<file path="src/sv/vna_ram.sv">
// ----------------------------------------------------------------------------
// vna_ram
// Single write port, single read port synchronous RAM, registered read data.
// ----------------------------------------------------------------------------
module vna_ram #(
  parameter int unsigned DW    = 8,
  parameter int unsigned DEPTH = 16,
  localparam int unsigned AW   = $clog2(DEPTH)
) (
  input  logic          clk_i,
  input  logic          we_i,
  input  logic [AW-1:0] waddr_i,
  input  logic [DW-1:0] wdata_i,
  input  logic [AW-1:0] raddr_i,
  output logic [DW-1:0] rdata_o
);

  logic [DW-1:0] mem [DEPTH];

  always_ff @(posedge clk_i) begin
    if (we_i) begin
      mem[waddr_i] <= wdata_i;
    end
  end

  always_ff @(posedge clk_i) begin
    rdata_o <= mem[raddr_i];
  end

endmodule

</file>
<file path="config.mk">
export PLATFORM = sky130hd
export DESIGN_NAME = vna_ram
export DESIGN_NICKNAME = d
export VERILOG_FILES = /design/src/sv/vna_ram.sv
export SDC_FILE = /design/constraint.sdc
export NUM_CORES = 1
export LEC_CHECK = 0
export BUFFER_PORTS_ARGS = -buffer_cell sky130_fd_sc_hd__buf_2
export CORE_MARGIN = 2
export CORE_UTILIZATION = 46
export DETAILED_ROUTE_END_ITERATION = 8
export PLACE_DENSITY_LB_ADDON = 0.08
export REMOVE_ABC_BUFFERS = 1
export SLEW_MARGIN = 10
export SYNTH_ARGS = -nofsm -noshare
export SYNTH_HDL_FRONTEND = slang
export SYNTH_SLANG_ARGS = --single-unit
</file>
<file path="constraint.sdc">
create_clock -name clk_i -period 2.9 [get_ports clk_i]
set_input_delay 0.58 -clock clk_i [delete_from_list [all_inputs] [get_ports clk_i]]
set_output_delay 0.58 -clock clk_i [all_outputs]
set_load 0.005 [all_outputs]
</file>
# Yosys cells after proc, flatten, opt, wreduce, memory -nomap -nowiden
# Memory sizes are Yosys's and may differ from the RTL's. A register that Yosys moved wholly into a read port is not among the register bits.
# Cells that the tools add are included.
[totals] ff_bits=0 latchBits=0 ram_bits=128 romBits=0 input_bits=18 output_inout_bits=8 wordCells=3 n_memories=1
[op_classes] n_addsub=0 multipliers=0 div=0 magnitude_cmp=0 eq_ne=0 n_shift=0 muxes=2 n_bitwise=0 n_reduce_logical=0
[memory_table] name="mem" words=16 width=8 rd=1 rd_clocked_by_memory_dff=1 wr=1 line_no="18" source="logic [DW-1:0] mem [DEPTH];"
[ops] op="two-way mux 1 bit" n=2

# Depth between registers and ports, before layout
[depth] ltp_word=2 ltp_mapped=5 depth_no_buf=3

# Least setup slack after synthesis
# OpenSTA, ideal clock, no wires.
[synth_path] path_kind="input to register" from="input waddr_i[2]" to="memory mem[0][0], enable pin" setup_time_ps=383 arrival_time_ps=1690 required_time_ps=2517 slack_ps=827 path_stages=2 n_path_buf=0 cell_sequence="or3b_2 > nor3_1"
[synth_rtl] item="from (decl)" line_no="12" source="input logic [AW-1:0] waddr_i,"
[synth_rtl] item="to (decl)" line_no="18"
# No word-level cell before the write port.

==> results by group <==
Global route
  • Grt total ovfl: 0
  • Largest net degree at the start of global routing: 33
  • Initial antenna violation count: 0
  • Number of global-route vias before repair: ~2400
  • First-pass GRT wire length: 14600 µm
  • Gr usage total: 0.180

Clocking
  • Clk root buf: clkbuf_8
  • Clock Sinks: 136
  • Setup bufs post-CTS: 0
  • Reg clk slew, reported paths: about 0.060 ns
  • Num CTS Buffers: 17
  • CTS tree: built
  • Clock latency on the worst-skew pair: 0.51 ns
  • H-tree Lvls: 4
  • Max clock buf depth: 2
  • Post-cts repair resize count: 0
  • Hold buffer count at cts: 0

Timing
  • Final hold slack: 0.459 ns
  • Final Max Tran Viols: 0
  • Slew headroom: 0.517
  • RSZ-0062 raised after global routing: no
  • Final setup viols: 0
  • Hold Vio Cnt, Final: 0
  • Setup TNS: 0 ns
  • Clk_skew: 0.00612 ns
  • FMAX: 601 MHz
  • Slew @ Worst Pin: 0.721 ns
  • Post-layout min period: 1.66 ns
  • Period utilization: 0.574

Worst setup path
  • Register-to-register setup slack: 1.54 ns
  • CP peak stage delay: 0.53 ns
  • Reg2Reg Capture Point: rdata_o[1]
  • Critical path, cell by cell: buf_2, buf_4, mux4_1, a22oi_1, nand2_1
  • R2R Path Start: mem[2][1]
  • Critical path depth: 5
  • Worst Setup Start Kind: input port
  • Slowest-stage cell, CP: buf_2
  • Crit path capture type: flip-flop
  • Critical Path AT: 2.05 ns
  • Worst Path Max Fanout: 26
  • R2R cell count: 3
  • CP delay by family, top: buffers and inverters
  • Crit path capture: rdata_o[1]
  • Crit. Startpoint: raddr_i[1]
  • WS Path Type: input port to flip-flop
  • Sum of buffers and inverters on the critical path: 2
  • Crit path required time: ~3.3 ns

Synthesis
  • Post-synthesis sequential area ratio: 0.778
  • Syn Std Cell Area: ~0.005 mm²
  • Yosys warning total: 0
  • Syn avg cell area: 22.5 µm²
  • Synth Register Bits: ~140
  • Syn Inst Count: 229
  • Distinct cells, synth: 19

Floorplan
  • Die H: 110 µm
  • Die area: 0.0121 mm²
  • Core Rows: 38
  • I/O pin cnt: 26
  • Core Region: around 0.011 mm²
  • Die X: between 100 and 150 µm
  • Initial core utilization: 0.473

Layout
  • Final Non-Filler Cells: 435
  • FILL cells: between 800 and 900
  • Layout cell share with drive strength beyond 1: 0.292
  • Storage element area: 0.00400 mm²
  • Area occupied by multi-input gates: 0.00106 mm²
  • Layout area overhead: 18.9%
  • Antenna cell count: 0
  • Most frequent cells in the layout: edfxtp_1, buf_2, mux4_2, buf_4
  • Commonest non-fill, non-tap cell in the layout: edfxtp_1
  • Final net count: 300

Run status
  • Status: complete, no violations

Drt
  • Final WL: 9670 µm
  • DR DRC count: 0
  • Via Count: 2382
  • WL/cell: roughly 22 µm
  • First-pass DRT Iterations: 5
  • Antenna Violating Nets Remaining: 0
  • Vias per cell: 5.48
  • 1st-iter DRT viols: about 140

Placement
  • Routability cong.: between 0.6 and 0.7
  • Input/output buffers: 25
  • Hpwl dp: between 5000 and 6000 µm
  • Placed cells: 403

Min path
  • Worst Hold Class: input port to flip-flop

Power
  • LEAKAGE: 2.09 nW
  • VDD IR-drop max: 0.000290 V
  • Pwr/cell area: between 700 and 800 mW/mm²

Run
  • Max Cap Violations: 0
==> sequential cells by signal, summed over array words and instances, names as in the netlist <==
| signal | flops |
|---|---|
| mem | 128 |
| rdata_o | 8 |
==> routing by layer <==
layer	vias up	part of all wire	GRT usage
met5	-	0	0
li1	1080	-	-
met3	14	0.028	0.0439
met4	0	0.017	0.0678
met1	1238	0.47	0.248
met2	50	0.48	0.279
==> metrics by stage <==
| step | instance area [µm²] | power [mW] | setup WS (ns) | utilization |
|---|---|---|---|---|
| floorplan | 5060 | 2.34 | 0.827 | - |
| global placement | 5520 | 2.45 | 0.706 | 0.507 |
| detailed placement | 5520 | 2.45 | 0.669 | 0.507 |
| CTS | 6120 | 4.63 | 1.20 | 0.562 |
| global route | 6120 | 4.74 | 1.18 | 0.562 |
| finish | 6120 | 4.59 | 1.24 | 0.562 |
==> Yosys cell counts <==
library cell       n  share of area
mux4_1            14          0.071
nand3_1            1        0.00097
buf_6              3         0.0066
a22oi_1           16          0.023
or3b_2             1         0.0017
and2_1             1         0.0012
mux4_2            18          0.079
buf_2              3         0.0029
nand2b_1           2         0.0024
and2b_1            1         0.0015
nor3_1             4         0.0039
buf_4              1         0.0015
dfxtp_1            8          0.031
nor2b_1            1         0.0012
nor2_1            13         0.0095
edfxtp_1         128           0.75
nand2_1            9         0.0066
clkdlybuf4s25_2    3         0.0058
nand3b_1           2         0.0029
==> logic make-up after synthesis <==
kind of cell / synth area share
DFF: 0.778
buffers and inverters: 0.0168
and+or+nand+nor: 0.0318
AOI/OAI and AO/OA: 0.0233
muxes: 0.150
==> layout make-up <==
class,instances,area share
tap,140,0.0286
multi-input combinational,83,0.173
sequential,136,0.654
timing repair buffer,44,0.0458
clock inverter,12,0.0294
clock buffer,20,0.0695
==> report_power, final <==
part           switching (mW)  internal, mW
sequential             0.0130          2.20
clock                   0.716          1.46
combinational           0.110        0.0865
total                   0.840          3.75
==> worst reg2reg max path, stage by stage (launching register included) <==
cell and delay [ns]:
edfxtp_1 0.35, mux4_1 0.50, a22oi_1 0.29, nand2_1 0.10
==> worst min path at each step <==
stage | startpoint | cells past startpoint | end | slack [ns]
6_report | wdata_i[1] | 1 | mem[0][1] | 0.46
5_1_grt | wdata_i[7] | 1 | mem[3][7] | 0.45
4_1_cts | wdata_i[1] | 1 | mem[0][1] | 0.45
3_5_place_dp | mem[8][2] | 3 | rdata_o[2] | 0.66
3_3_place_gp | mem[11][5] | 3 | rdata_o[5] | 0.66
2_1_floorplan | mem[7][0] | 3 | rdata_o[0] | 0.63
Note: power is estimated with default switching activity, not from simulation.
